## config.mk

```make
export PLATFORM = sky130hd
export DESIGN_NAME = mbe_step_div
export DESIGN_NICKNAME = d
export VERILOG_FILES = /design/src/rtl/mbe_pkg.sv /design/src/rtl/mbe_step_div.sv
export SDC_FILE = /design/constraint.sdc
export NUM_CORES = 1
export LEC_CHECK = 0
export ABC_AREA = 1
export BUFFER_PORTS_ARGS = -buffer_cell sky130_fd_sc_hd__clkbuf_2
export CAP_MARGIN = 10
export CORE_ASPECT_RATIO = 0.75
export CORE_MARGIN = 4
export CORE_UTILIZATION = 63
export CTS_CLUSTER_SIZE = 20
export DETAILED_ROUTE_END_ITERATION = 10
export GPL_TIMING_DRIVEN = 1
export HOLD_SLACK_MARGIN = 0.15
export PLACE_DENSITY_LB_ADDON = 0.08
export SLEW_MARGIN = 20
export SYNTH_ARGS = -nofsm -noshare
export SYNTH_HDL_FRONTEND = slang
export SYNTH_SLANG_ARGS = --single-unit
```

## constraint.sdc

```tcl
create_clock -name clk -period 8.2 [get_ports clk]
set_clock_uncertainty 0.2 [all_clocks]
set_input_delay 1.64 -clock clk [delete_from_list [all_inputs] [get_ports clk]]
set_output_delay 1.64 -clock clk [all_outputs]
set_load 0.02 [all_outputs]
```

## src/rtl/mbe_pkg.sv

```systemverilog
// shared types and constants for the mandelbrot escape-time block
`timescale 1ns / 1ps
package mbe_pkg;

  localparam int COORD_W   = 32;
  localparam int FRAC      = 28;
  localparam int OUT_FRAC  = 24;
  localparam int CNT_W     = 16;
  localparam int IDX_W     = 10;
  localparam int PIX_W     = 11;
  localparam int CFG_IDX_W = 3;
  localparam int MAG_OUT_W = 32;

  // z fits one bit over the coordinate width while the orbit is bounded
  localparam int Z_W      = COORD_W + 1;
  localparam int PROD_W   = 2 * COORD_W;
  localparam int SQ_W     = PROD_W - FRAC;
  localparam int SUM_W    = SQ_W + 1;
  localparam int M_W      = PROD_W - FRAC + 1;
  localparam int EXT_W    = SUM_W + 1;
  localparam int DIV_CNT_W = $clog2(COORD_W + 1);

  localparam logic [CFG_IDX_W-1:0] REG_VIEW_MIN_REAL = 3'd0;
  localparam logic [CFG_IDX_W-1:0] REG_VIEW_MIN_IMAG = 3'd1;
  localparam logic [CFG_IDX_W-1:0] REG_VIEW_MAX_REAL = 3'd2;
  localparam logic [CFG_IDX_W-1:0] REG_VIEW_MAX_IMAG = 3'd3;
  localparam logic [CFG_IDX_W-1:0] REG_COLUMNS       = 3'd4;
  localparam logic [CFG_IDX_W-1:0] REG_ROWS          = 3'd5;
  localparam logic [CFG_IDX_W-1:0] REG_ITER_LIMIT    = 3'd6;

  typedef logic signed [COORD_W-1:0] coord_t;

  typedef struct packed {
    coord_t cr;
    coord_t ci;
  } point_t;

  typedef struct packed {
    logic               neg_re;
    logic [COORD_W-1:0] mag_re;
    logic               neg_im;
    logic [COORD_W-1:0] mag_im;
  } step_t;

endpackage

```

## src/rtl/mbe_step_div.sv

```systemverilog
// pixel step divider, one quotient bit per cycle for both axes
`timescale 1ns / 1ps
module mbe_step_div (
  input  logic                        clk,
  input  logic                        rst_n,
  input  logic                        start_i,
  input  mbe_pkg::coord_t             min_re_i,
  input  mbe_pkg::coord_t             max_re_i,
  input  mbe_pkg::coord_t             min_im_i,
  input  mbe_pkg::coord_t             max_im_i,
  input  logic [mbe_pkg::PIX_W-1:0]   columns_i,
  input  logic [mbe_pkg::PIX_W-1:0]   rows_i,
  output mbe_pkg::step_t              step_o,
  output logic                        busy_o
);
  import mbe_pkg::*;

  logic [DIV_CNT_W-1:0] cnt_r;
  logic [COORD_W-1:0]   qd_re_r, qd_im_r;
  logic [PIX_W-1:0]     rem_re_r, rem_im_r;
  logic [PIX_W-1:0]     dv_re_r, dv_im_r;
  logic                 neg_re_r, neg_im_r;

  logic [COORD_W:0]     diff_re, diff_im;
  logic [COORD_W-1:0]   span_re, span_im;
  logic [PIX_W-1:0]     div_re, div_im;
  logic [PIX_W-1:0]     rem_re_nxt, rem_im_nxt;
  logic [COORD_W-1:0]   qd_re_nxt, qd_im_nxt;

  function automatic logic [PIX_W+COORD_W-1:0] div_bit(
    input logic [PIX_W-1:0]   rem,
    input logic [COORD_W-1:0] qd,
    input logic [PIX_W-1:0]   dv
  );
    logic [PIX_W:0] trial;
    logic [PIX_W:0] left;
    trial = {rem, qd[COORD_W-1]};
    left  = trial - {1'b0, dv};
    if (trial >= {1'b0, dv}) begin
      div_bit = {left[PIX_W-1:0], qd[COORD_W-2:0], 1'b1};
    end else begin
      div_bit = {trial[PIX_W-1:0], qd[COORD_W-2:0], 1'b0};
    end
  endfunction

  assign diff_re = {max_re_i[COORD_W-1], max_re_i} - {min_re_i[COORD_W-1], min_re_i};
  assign diff_im = {max_im_i[COORD_W-1], max_im_i} - {min_im_i[COORD_W-1], min_im_i};
  assign span_re = diff_re[COORD_W] ? COORD_W'(-diff_re) : diff_re[COORD_W-1:0];
  assign span_im = diff_im[COORD_W] ? COORD_W'(-diff_im) : diff_im[COORD_W-1:0];
  assign div_re  = (columns_i < PIX_W'(2)) ? PIX_W'(1) : columns_i - PIX_W'(1);
  assign div_im  = (rows_i < PIX_W'(2)) ? PIX_W'(1) : rows_i - PIX_W'(1);

  assign {rem_re_nxt, qd_re_nxt} = div_bit(rem_re_r, qd_re_r, dv_re_r);
  assign {rem_im_nxt, qd_im_nxt} = div_bit(rem_im_r, qd_im_r, dv_im_r);

  always_ff @(posedge clk) begin
    if (!rst_n) begin
      cnt_r <= '0;
    end else if (start_i) begin
      cnt_r <= DIV_CNT_W'(COORD_W);
    end else if (cnt_r != '0) begin
      cnt_r <= cnt_r - DIV_CNT_W'(1);
    end
  end

  always_ff @(posedge clk) begin
    if (start_i) begin
      qd_re_r  <= span_re;
      qd_im_r  <= span_im;
      rem_re_r <= '0;
      rem_im_r <= '0;
      dv_re_r  <= div_re;
      dv_im_r  <= div_im;
      neg_re_r <= diff_re[COORD_W];
      neg_im_r <= diff_im[COORD_W];
    end else if (cnt_r != '0) begin
      qd_re_r  <= qd_re_nxt;
      qd_im_r  <= qd_im_nxt;
      rem_re_r <= rem_re_nxt;
      rem_im_r <= rem_im_nxt;
    end
  end

  assign busy_o        = (cnt_r != '0);
  assign step_o.neg_re = neg_re_r;
  assign step_o.mag_re = qd_re_r;
  assign step_o.neg_im = neg_im_r;
  assign step_o.mag_im = qd_im_r;

endmodule

```

==> results of run 1 <==
-- power groups by stage --
stage                     registers (mW)  clock network [mW]  logic, mW
final                              0.999               0.755       1.56
after global routing                1.01               0.785       1.74
after CTS                          0.993               0.756       1.54
after detailed placement           0.996                   0       1.52
after global placement             0.995                   0       1.47
after floorplan                     1.10                   0      0.980
-- path summary, 6_finish.rpt --
| kind | from | endpoint | slack (ps) | depth (start not counted) |
|---|---|---|---|---|
| worst min-delay path | cnt_r[3]$_SDFFE_PP0P_ | cnt_r[3]$_SDFFE_PP0P_ | 280 | 2 |
| worst max register to register | qd_im_r[31]$_DFFE_PP_ | rem_im_r[8]$_SDFFE_PP0P_ | 4750 | 13 |
| worst max-delay path | max_im_i[0] | qd_im_r[29]$_DFFE_PP_ | 3770 | 20 |
| worst min register to register | cnt_r[3]$_SDFFE_PP0P_ | cnt_r[3]$_SDFFE_PP0P_ | 280 | 2 |
-- state kept, by name (all words and copies together), names as in the netlist --
| signal | count |
|---|---|
| cnt_r | 6 |
| dv_im_r | 11 |
| dv_re_r | 11 |
| neg_im_r | 1 |
| neg_re_r | 1 |
| qd_im_r | 32 |
| qd_re_r | 32 |
| rem_im_r | 11 |
| rem_re_r | 11 |
-- layout by cell type (no fill, tap or decap), types with 5 or more instances in the layout --
master / netlist / final
edfxtp_1: 88 / 88
nor3_1: 12 / 12
nor4_1: 5 / 5
xnor2_1: 26 / 26
nor2_1: 185 / 185
clkbuf_16: 0 / 17
nand3_1: 135 / 135
nand3_2: 8 / 8
or2_2: 7 / 7
nand2_2: 22 / 22
nand2_1: 774 / 774
o21ai_1: 24 / 24
a21oi_1: 93 / 93
a31oi_1: 6 / 6
xor2_1: 38 / 38
inv_1: 390 / 388
buf_4: 5 / 5
clkbuf_2: 0 / 219
o21ai_0: 66 / 66
nand4_1: 28 / 28
ha_1: 91 / 91
nor2_2: 17 / 17
and2_1: 8 / 8
dfxtp_1: 28 / 28
nand3b_1: 17 / 17
inv_2: 13 / 15
-- metrics by stage --
step	std cells	setup WS, ps	power, mW
2_1_floorplan	2158	4069	2.077
3_3_place_gp	2634	3558	2.469
3_5_place_dp	2634	3449	2.519
4_1_cts	2666	3878	3.291
5_1_grt	2666	3535	3.537
6_report	2666	3772	3.314
-- final cells by class --
cell class                 instances  share of cell area (%)
multi-input combinational       1607                   54.56
sequential                       116                   21.37
inverter                         405                   10.16
timing repair buffer             224                   7.563
clock buffer                      19                   3.022
tap                              282                   2.354
clock inverter                    13                  0.9766
-- routing by layer --
layer	track usage, %	vias to the layer above	wire length (um)
met5	0	-	0
met4	6.549	0	550
met3	6.912	45	4029
met2	49.13	681	16210
met1	46.85	6269	17160
li1	-	7195	-
-- worst reg2reg max path: cells and delay by family (launching register included) --
| family | cells | cell delay, ps |
|---|---|---|
| AOI/OAI and AO/OA | 6 | 1230 |
| adders and majority gates | 2 | 660 |
| buffers and inverters | 3 | 550 |
| DFF | 1 | 470 |
| and+or+nand+nor | 2 | 180 |
-- cells by family (layout without fill, tap and decap cells) --
logic type	Yosys count	after routing	synth area share, %
AO/OA/AOI/OAI	213	213	8.801
buffers and inverters	435	661	12.89
flip-flops	116	116	24.52
adder cells (fa/ha/maj)	95	95	9.328
XOR/XNOR	66	66	4.539
AND/OR/NAND/NOR	1233	1233	39.93
==> summary.md, run 1 <==
| Metric | Value |
|---|---|
| Outcome | finished, final reports clean |
| Seq/Total Area, Yosys | 24.52% |
| Via count | 14.19k |
| Initial antenna violation count | 0 |
| Leak Pwr | approximately 8.4 nW |
| CTS tree | built |
| Clk sinks | 116 |
| Drt drc | 0 |
| CP bufs+invs | 4 |
| Minimum clock period | between 4000 and 5000 ps |
| Layout Nets | 2619 |
| Synth top area share | between 20% and 30% |
| Post-synth top cells | nand2_1 (774), inv_1 (390), nor2_1 (185) |
| Post-DP HPWL | between 30000 and 40000 um |
| RSZ-0062 raised after global routing | false |
| CP dominant cell by count | nand2_1 |
| Post-DRT Antenna Nets | 0 |
| VDD IR max | 198.2 uV |
| Layout cells sized above 1 | 14.30% |
| Setup crit end kind | flip-flop |
| Area after DPL | roughly 0.014 mm2 |
| Cell row count | 45 |
| Critical Path Fanout Max | 27 |
| Most used DFF post-synth | edfxtp_1 |
| IO Port Bufs | between 200 and 250 |
| CP max stage delay | 400 ps |
| Switching share of power | 44.39% |
| Max Freq | 225.8 MHz |
| Mapped Cells | 2158 |
| Footprint of the multi-input gates | 0.008178 mm2 |
| Syn Nets | 2406 |
| Mapped cell area | 0.01307 mm2 |
| DRT iter0 DRCs | 1555 |
| Starting density of the core | 64.28% |
| Reg power frac | 30.2% |
| Core area | 0.02033 mm2 |
| Final Hold Viols | 0 |
| Cell with the most instances after synthesis | nand2_1 |
| Largest net degree at the start of global routing | 84 |
| EDFF count, synth | 88 |
| FF+latch area | 0.003203 mm2 |
| Critical Path Slowest Stage Cell | fa_1 |
| Clk root buf | clkbuf_16 |
| Die Y | ~130 um |
| Design area | 0.01499 mm2 |
| Die W | 174.3 um |
| Psw | roughly 1.5 mW |
| Reg clk slew, reported paths | 60 ps |
| Post-CTS setup buffer count | 0 |
| Vias/cell | 5.323 |
| CTS Buffer Depth | 2 |
| Hold Path Class | flip-flop to flip-flop |
| Final number of setup-violating endpoints | 0 |
| Clock power share | a little under a quarter |
| Yosys reg bits | approximately 120 |
| WHS | approximately 280 ps |
| Data arrival time of the worst path | 4400 ps |
| TritonRoute pass-1 iters | 5 |
| Final period util | 54.00% |
| Avg Inst Size Synth | 6.054 um2 |
| Global placement routability congestion | 0.9792 |
| Setup TNS | 0 ps |
| Util after Layout | 73.75% |
| First-pass GRT wire length | 61470 um |
| DR WL/cell | 14.23 um |
| P per Cell Area | about 220 mW/mm2 |
| Clock latency on the worst-skew pair | 420 ps |
| I/O pin total | 220 |
| Synth warn | 0 |
| Hold buffer count at CTS | 0 |
| Yosys top cell by area | nand2_1 |
| Diodes inserted | 0 |
| CP Data Required Time | 8170 ps |
| Vias in the first global route | between 10k and 15k |
| Area Overhead vs Synth | 14.73% |
| Gate power share | between 40% and 50% |
| WS Path Type | primary input to flip-flop |
| Ys async rst share | 0% |
| H-tree lvl count | 4 |
| Post-synthesis cell type count | between 50 and 60 |
| Critical path's top delay family | simple AND/OR/NAND/NOR gates |
| Slew headroom | 41.59% |
| CP Cell Sequence | clkbuf_2, inv_1, ha_1, fa_1, inv_1, nand3_1, nand2_1, nand2_1, nand2_1, nand2_1, nand3_2, nand3_2, nand3_1, nand2_4, inv_4, nand2_1, nand3_1, nand2_1, nand3_1, nand2_1 |
| Fin. max-slew vios | 0 |
| Ranking of synthesized cells by area | nand2_1 (22%), edfxtp_1 (20%), inv_1 (11%) |
| Die area | 0.02313 mm2 |
| Maxcap violations | 0 |
| Resized cells post-CTS | 0 |
| TritonCTS Buffers | 17 |
| GRT Util Overall | around a third |
| Fill cell count | 1720 |
| Startpoint Class | primary input |
| Slew @ Worst Pin | 876.1 ps |
| Internal Power | 1.843 mW |
| Routed wire length | ~38000 um |
| Gr ovfl total | 0 |
No activity file was read; power rests on OpenSTA's default activity.
==> inputs of run 2 (changes only) <==
--- a/config.mk
+++ b/config.mk
@@ -10,7 +10,7 @@
 export CAP_MARGIN = 10
 export CORE_ASPECT_RATIO = 0.75
 export CORE_MARGIN = 4
-export CORE_UTILIZATION = 63
+export CORE_UTILIZATION = 53
 export CTS_CLUSTER_SIZE = 20
 export DETAILED_ROUTE_END_ITERATION = 10
 export GPL_TIMING_DRIVEN = 1
==> constraint.sdc (replaced) <==
create_clock -name clk -period 4 [get_ports clk]
set_clock_uncertainty 0.2 [all_clocks]
set_input_delay 0.8 -clock clk [delete_from_list [all_inputs] [get_ports clk]]
set_output_delay 0.8 -clock clk [all_outputs]
set_load 0.02 [all_outputs]
==> run 2 against run 1 <==
  * Final cell count up 2.4%
  * First-iteration DRC count decreased by 26%
  * Sequential power increased by 100%
  * Non-clock buffer count increased by 14
  * Total power grew 100%
==> summary.md, run 2 (same netlist as run 1, synthesis figures left out) <==
| Metric | Value |
|---|---|
| Global placement routability congestion | 0.9742 |
| Critical Path Stages | 20 |
| Fin. max-slew vios | 0 |
| Max Freq | about 290 MHz |
| Final WS setup | 493.9 ps |
| Total power | roughly 6.7 mW |
| Post-DRT Antenna Nets | 0 |
| Critical Path Slowest Stage Cell | fa_1 |
| Diodes inserted | 0 |
| Maxcap violations | 0 |
| Die Y | around 140 um |
| Final Hold Viols | 0 |
| Drt drc | 0 |
| Reg clk slew, reported paths | 60 ps |
| R2R cell count | 12 |
| Busiest grt layer | met1 |
| Setup crit end kind | flip-flop |
| Fin cells | 2729 |
| Die area | 0.02725 mm2 |
| Gr ovfl total | 0 |
| CTS Buffer Depth | 2 |
| Final period util | approximately 90% |
| Post-Place Worst Slack | 154.5 ps |
| IO Port Bufs | 219 |
| Design area | 0.01514 mm2 |
| DR WL/cell | approximately 14 um |
| Data arrival time of the worst path | 3480 ps |
| Placed instance count | 2697 |
| WHS | approximately 260 ps |
| Met2 usage | 40.59% |
| DRT iter0 DRCs | between 1k and 1.5k |
| VDD IR max | 385.0 uV |
| Largest net degree at the start of global routing | 57 |
| Hold buffer count at CTS | 0 |
| CTS tree | built |
| R2R Setup Slk | 590 ps |
| Resized cells post-CTS | 0 |
| Minimum clock period | about 3500 ps |
| Startpoint Class | primary input |
| Critical Path Fanout Max | 27 |
| H-tree lvl count | 4 |
| Post-DP HPWL | 31390 um |
| Vias/cell | roughly 5.1 |
| Critical path's top delay family | simple AND/OR/NAND/NOR gates |
| CP Data Required Time | 3970 ps |
| Routed wire length | 37760 um |
| P per Cell Area | between 400 and 500 mW/mm2 |
| Final number of setup-violating endpoints | 0 |
| I/O pin total | 220 |
| Initial antenna violation count | 0 |
| CP bufs+invs | 4 |
| GRT Util Overall | 27.02% |
| First-pass GRT wire length | roughly 60000 um |
| Slew @ Worst Pin | roughly 700 ps |
| Cell row count | 49 |
| WS Path Type | primary input to flip-flop |
| Clk root buf | clkbuf_16 |
| Clock latency on the worst-skew pair | 420 ps |
| Area Overhead vs Synth | 15.91% |
| Starting density of the core | ~54% |
| TritonRoute pass-1 iters | 6 |
| Top Registers | qd_im_r (32), qd_re_r (32) |
| Via count | approximately 14k |
| Outcome | finished, final reports clean |
| CP Cell Sequence | clkbuf_2, inv_1, ha_1, fa_1, inv_1, nand3_1, nand2_1, nand2_1, nand2_1, nand2_1, nand3_2, nand3_2, nand3_1, nand2_4, inv_4, nand2_1, nand3_1, nand2_1, nand3_1, nand2_1 |
| Clk sinks | 116 |
| Layout cells sized above 1 | 14.72% |
| R2r endpoint | rem_im_r[1]$_SDFFE_PP0P_ |
| Leading cell type in the layout, fill and taps excluded | nand2_1 |
| Hold Path Class | flip-flop to flip-flop |
| Setup TNS | 0 ps |
| Die W | 189.3 um |
| Leak Pwr | 8.499 nW |
| Core area | 0.02409 mm2 |
| Area after DPL | 0.01457 mm2 |
| Util after Layout | 62.85% |
| CP max stage delay | 400 ps |
| Fill cell count | 2421 |
| RSZ-0062 raised after global routing | false |
| CP dominant cell by count | nand2_1 |
| Routing usage on met3 | 5.647% |
| Layout Nets | 2633 |
| TritonCTS Buffers | 17 |
| Post-CTS setup buffer count | 0 |
| Met1 Usage GRT | 40.82% |
| Vias in the first global route | 12.40k |
| Crit path from | max_im_i[0] |
| Hold Crit Depth | 2 |
| Slew headroom | 53.08% |
| Crit path capture | qd_im_r[29]$_DFFE_PP_ |
| Reg2reg start | qd_im_r[31]$_DFFE_PP_ |
| Most frequent cells in the layout | nand2_1 (774), inv_1 (388), clkbuf_2 (219) |
-- run 2: cell count changes in the layout (fill, tap and decap cells not counted) --
cell / change
buf_4: +13
clkinv_1: +1
clkinv_2: +3
buf_12: +1
inv_8: -1
inv_6: -2
clkbuf_1: +1
clkinv_4: +2
clkinvlp_4: -3
clkbuf_8: -1
-- run 2: power breakdown --
| part | switching [mW] | internal [mW] | total, mW |
|---|---|---|---|
| Combinational | 2.11 | 1.10 | 3.21 |
| Sequential | 0.287 | 1.76 | 2.04 |
| Clock | 0.571 | 0.930 | 1.50 |
-- run 2: area by class of cell --
| cell class | count | area (um2) | area share [%] |
|---|---|---|---|
| Multi-Input combinational cell | 1607 | 8178 | 54.00 |
| Sequential cell | 116 | 3203 | 21.15 |
| Inverter | 405 | 1523 | 10.06 |
| Timing Repair Buffer | 238 | 1251 | 8.262 |
| Clock buffer | 19 | 442.9 | 2.925 |
| Tap cell | 331 | 414.1 | 2.735 |
| Clock inverter | 13 | 131.4 | 0.8676 |
-- run 2: worst min path at each step --
stage	slack, ps	endpoint	startpoint
after CTS	270	rem_im_r[10]$_SDFFE_PP0P_	rem_im_r[10]$_SDFFE_PP0P_
after floorplan	220	rem_im_r[10]$_SDFFE_PP0P_	rem_im_r[10]$_SDFFE_PP0P_
after global routing	280	rem_im_r[10]$_SDFFE_PP0P_	rem_im_r[10]$_SDFFE_PP0P_
final	260	rem_re_r[10]$_SDFFE_PP0P_	rem_re_r[10]$_SDFFE_PP0P_
after global placement	240	rem_re_r[10]$_SDFFE_PP0P_	rem_re_r[10]$_SDFFE_PP0P_
after detailed placement	250	rem_re_r[10]$_SDFFE_PP0P_	rem_re_r[10]$_SDFFE_PP0P_
-- run 2: worst reg2reg max path, delay by kind of cell (launching register included) --
kind / cells / cell delay [ps]
simple gates: 3 / 300
flops: 1 / 460
buf+inv: 3 / 570
fa+ha+maj: 2 / 650
compound gates: 4 / 1110
-- run 2: metal layers --
layer | vias up | share of wire (%)
met4 | 0 | 0.87
met1 | 6141 | 49
met2 | 506 | 41
li1 | 7232 | -
met3 | 23 | 9.3
met5 | - | 0
==> inputs of run 3 (changes only) <==
--- a/config.mk
+++ b/config.mk
@@ -5,17 +5,17 @@
 export SDC_FILE = /design/constraint.sdc
 export NUM_CORES = 1
 export LEC_CHECK = 0
-export ABC_AREA = 1
 export BUFFER_PORTS_ARGS = -buffer_cell sky130_fd_sc_hd__clkbuf_2
 export CAP_MARGIN = 10
 export CORE_ASPECT_RATIO = 0.75
 export CORE_MARGIN = 4
-export CORE_UTILIZATION = 53
+export CORE_UTILIZATION = 52
 export CTS_CLUSTER_SIZE = 20
 export DETAILED_ROUTE_END_ITERATION = 10
 export GPL_TIMING_DRIVEN = 1
 export HOLD_SLACK_MARGIN = 0.15
 export PLACE_DENSITY_LB_ADDON = 0.08
+export SETUP_SLACK_MARGIN = 0.4
 export SLEW_MARGIN = 20
 export SYNTH_ARGS = -nofsm -noshare
 export SYNTH_HDL_FRONTEND = slang
==> run 3 against run 2 <==
  * The flow now finishes with violations (setup timing)
  * Hold slack worse by 1.7 ps
  * Combinational power is 38% higher
  * Critical path type unchanged
  * Non-clock buffer count is 345 higher
  * Via count is 1.8% lower
  * Largest power group unchanged
==> summary.md, run 3 <==
| Metric | Value |
|---|---|
| Adder-cell share of the synthesized area | 10.31% |
| Post-synthesis mux area share | about 1.2% |
| Most used DFF post-synth | edfxtp_1 |
| Total power | around 8 mW |
| Final number of setup-violating endpoints | 27 |
| TritonCTS Buffers | 17 |
| Cell with the most instances after synthesis | nor2_1 |
| Clock latency on the worst-skew pair | 430 ps |
| CTS tree | built |
| CTS Buffer Depth | 2 |
| IO Port Bufs | ~220 |
| Slew @ Worst Pin | 936.0 ps |
| Ys async rst share | 0% |
| Critical path's top delay family | compound AO/OA/AOI/OAI gates |
| Startpoint Class | primary input |
| Placed instance count | 2274 |
| Mapped cell area | 0.01182 mm2 |
| Drt drc | 0 |
| Yosys top cell by area | edfxtp_1 |
| Core area | 0.02223 mm2 |
| Fin cells | approximately 2.4k |
| Via count | 13.65k |
| Die W | 182.1 um |
| Setup crit end kind | flip-flop |
| Synth warn | 0 |
| WS Path Type | primary input to flip-flop |
| EDFF count, synth | 88 |
| DR WL/cell | 18.03 um |
| I/O pin total | 220 |
| Leak Pwr | 8.105 nW |
| Final Hold Viols | 0 |
| Mapped Cells | roughly 1.5k |
| Fin. max-slew vios | 0 |
| CP bufs+invs | 3 |
| Largest net degree at the start of global routing | 96 |
| DRT iter0 DRCs | 1322 |
| Layout cells sized above 1 | 40.07% |
| Vias/cell | 5.783 |
| Leading cell type in the layout, fill and taps excluded | buf_4 |
| Synth Area in XOR/XNOR | 8.519% |
| Top Registers | qd_im_r (32), qd_re_r (32) |
| Max Freq | 227.5 MHz |
| Global placement routability congestion | 0.9614 |
| Initial antenna violation count | 2 |
| Yosys reg bits | between 100 and 150 |
| CP max stage delay | between 400 and 500 ps |
| Layout Nets | 2299 |
| Syn Nets | 1758 |
| Post-Synth Simple-Gate Area | 21.19% |
| Critical Path Fanout Max | 7 |
| P per Cell Area | 445.3 mW/mm2 |
| Routed wire length | roughly 43000 um |
| GRT Util Overall | 31.09% |
| Cell row count | 47 |
| CP Cell Sequence | clkbuf_16, inv_12, ha_4, fa_2, nand2b_4, a211o_4, a211oi_2, a211oi_2, xnor2_2, a2111oi_4, buf_4, or4b_4, o41ai_2, o211ai_1, or3_1, nand3b_1 |
| First-pass GRT wire length | 65160 um |
| Hold buffer count at CTS | 0 |
| Reg clk slew, reported paths | 60 ps |
| VDD IR max | 402.8 uV |
| TritonRoute pass-1 iters | 5 |
| Area Overhead vs Synth | 52.02% |
| Final WS setup | -394.7 ps |
| Critical Path Slowest Stage Cell | or4b_4 |
| Synth Area in Compound Gates | between 20% and 30% |
| Die Y | 138.6 um |
| Post-DRT Antenna Nets | 0 |
| Die area | 0.02524 mm2 |
| Ranking of synthesized cells by area | edfxtp_1 (22%), ha_1 (9.6%), a21oi_1 (6.2%) |
| Area after DPL | 0.01612 mm2 |
| Outcome | finished with violations |
| Maxcap violations | 0 |
| Starting density of the core | 53.19% |
| Hold Path Class | flip-flop to flip-flop |
| Design area | 0.01797 mm2 |
| Avg Inst Size Synth | 7.830 um2 |
| Data arrival time of the worst path | 4480 ps |
| Seq/Total Area, Yosys | roughly 27% |
| RSZ-0062 raised after global routing | true |
| Post-DP HPWL | 30740 um |
| Clk sinks | 116 |
| CP Data Required Time | 4090 ps |
| Slew headroom | 37.46% |
| Final period util | 109.9% |
| Failing checks | setup timing |
| Minimum clock period | 4395 ps |
| Most frequent cells in the layout | buf_4 (337), clkbuf_2 (216), nor2_1 (163) |
| CP dominant cell by count | a211oi_2 |
| Clk root buf | clkbuf_16 |
| Setup TNS | -3109 ps |
| H-tree lvl count | 4 |
| Post-synthesis cell type count | 85 |
| Post-synth top cells | nor2_1 (172), a21oi_1 (147), inv_1 (135) |
| Vias in the first global route | 12.99k |
| Largest family of logic cells by synthesized area | compound AO/OA/AOI/OAI gates |
| Synth top area share | 22.35% |
| Gr ovfl total | 0 |
## run 3: area by class of cell
cell class / count / area (um2)
multi-input cells: 1197 / 9219
fillers: 1502 / 4254
repair buffers: 583 / 4049
flip-flops and latches: 116 / 3203
inverters: 135 / 549.3
clock buffers: 17 / 425.4
well taps: 294 / 367.9
clock inverters: 15 / 145.1
repair inverters: 1 / 11.26
diodes: 2 / 5.005
## run 3: through the flow
stage | worst slack [ps] | utilization, % | hold slack (ps)
after floorplan | -442.3 | - | 220.5
after CTS | -266.7 | 78.94 | 266.9
after global routing | -485.1 | 80.86 | 284.0
after global placement | -785.2 | 72.50 | 236.0
after detailed placement | -863.1 | 72.50 | 248.7
final | -394.7 | 80.86 | 263.1
## run 3: kinds of logic after synthesis
logic type / count (synthesis)
xor gates and xnor gates: 115
DFF: 116
AOI/OAI and AO/OA: 452
buffers and inverters: 197
and+or+nand+nor: 522
adders and majority gates: 95
muxes: 13
## run 3: worst paths after layout
path	from	cells past startpoint	to	slack, ps
hold reg to reg	rem_im_r[10]$_SDFFE_PP0P_	2	rem_im_r[10]$_SDFFE_PP0P_	260
setup / recovery	max_re_i[0]	16	qd_re_r[31]$_DFFE_PP_	-390
setup reg to reg	qd_re_r[31]$_DFFE_PP_	15	rem_re_r[8]$_SDFFE_PP0P_	660
hold / removal	rem_im_r[10]$_SDFFE_PP0P_	2	rem_im_r[10]$_SDFFE_PP0P_	260
## run 3: what timing repair did
action | in CTS | in global routing
setup endpoints to repair | 72 | 88
buffers inserted | 28 | 22
hold endpoints to repair | 0 | 0
gates cloned | 2 | 0
gates resized for setup | 115 | 51
pin swaps | 97 | 55
## run 3: per-layer routing
layer | wire (um) | up-vias | track usage [%]
li1 | - | 6571 | -
met1 | 18650 | 6333 | 44.35
met2 | 19020 | 629 | 48.57
met3 | 3460 | 115 | 4.615
met4 | 1428 | 0 | 10.34
met5 | 0 | - | 0
## run 3: worst reg2reg max path: stages, from the launching register on
cell and delay, ps:
edfxtp_1 410, inv_1 60, ha_1 220, fa_1 380
nor2b_1 150, o21ai_0 140, a21boi_2 190, o21ai_0 130
a21boi_1 210, o21ai_1 100, a21oi_2 230, nor3_4 110
buf_4 210, buf_4 160, a211oi_1 220, nor3_1 70
## run 3: where the power goes
part / internal, mW / switching (mW) / leakage, nW
sequential: 1.77 / 0.288 / 1.10
combinational: 1.93 / 2.49 / 6.72
clock: 0.869 / 0.656 / 0.277
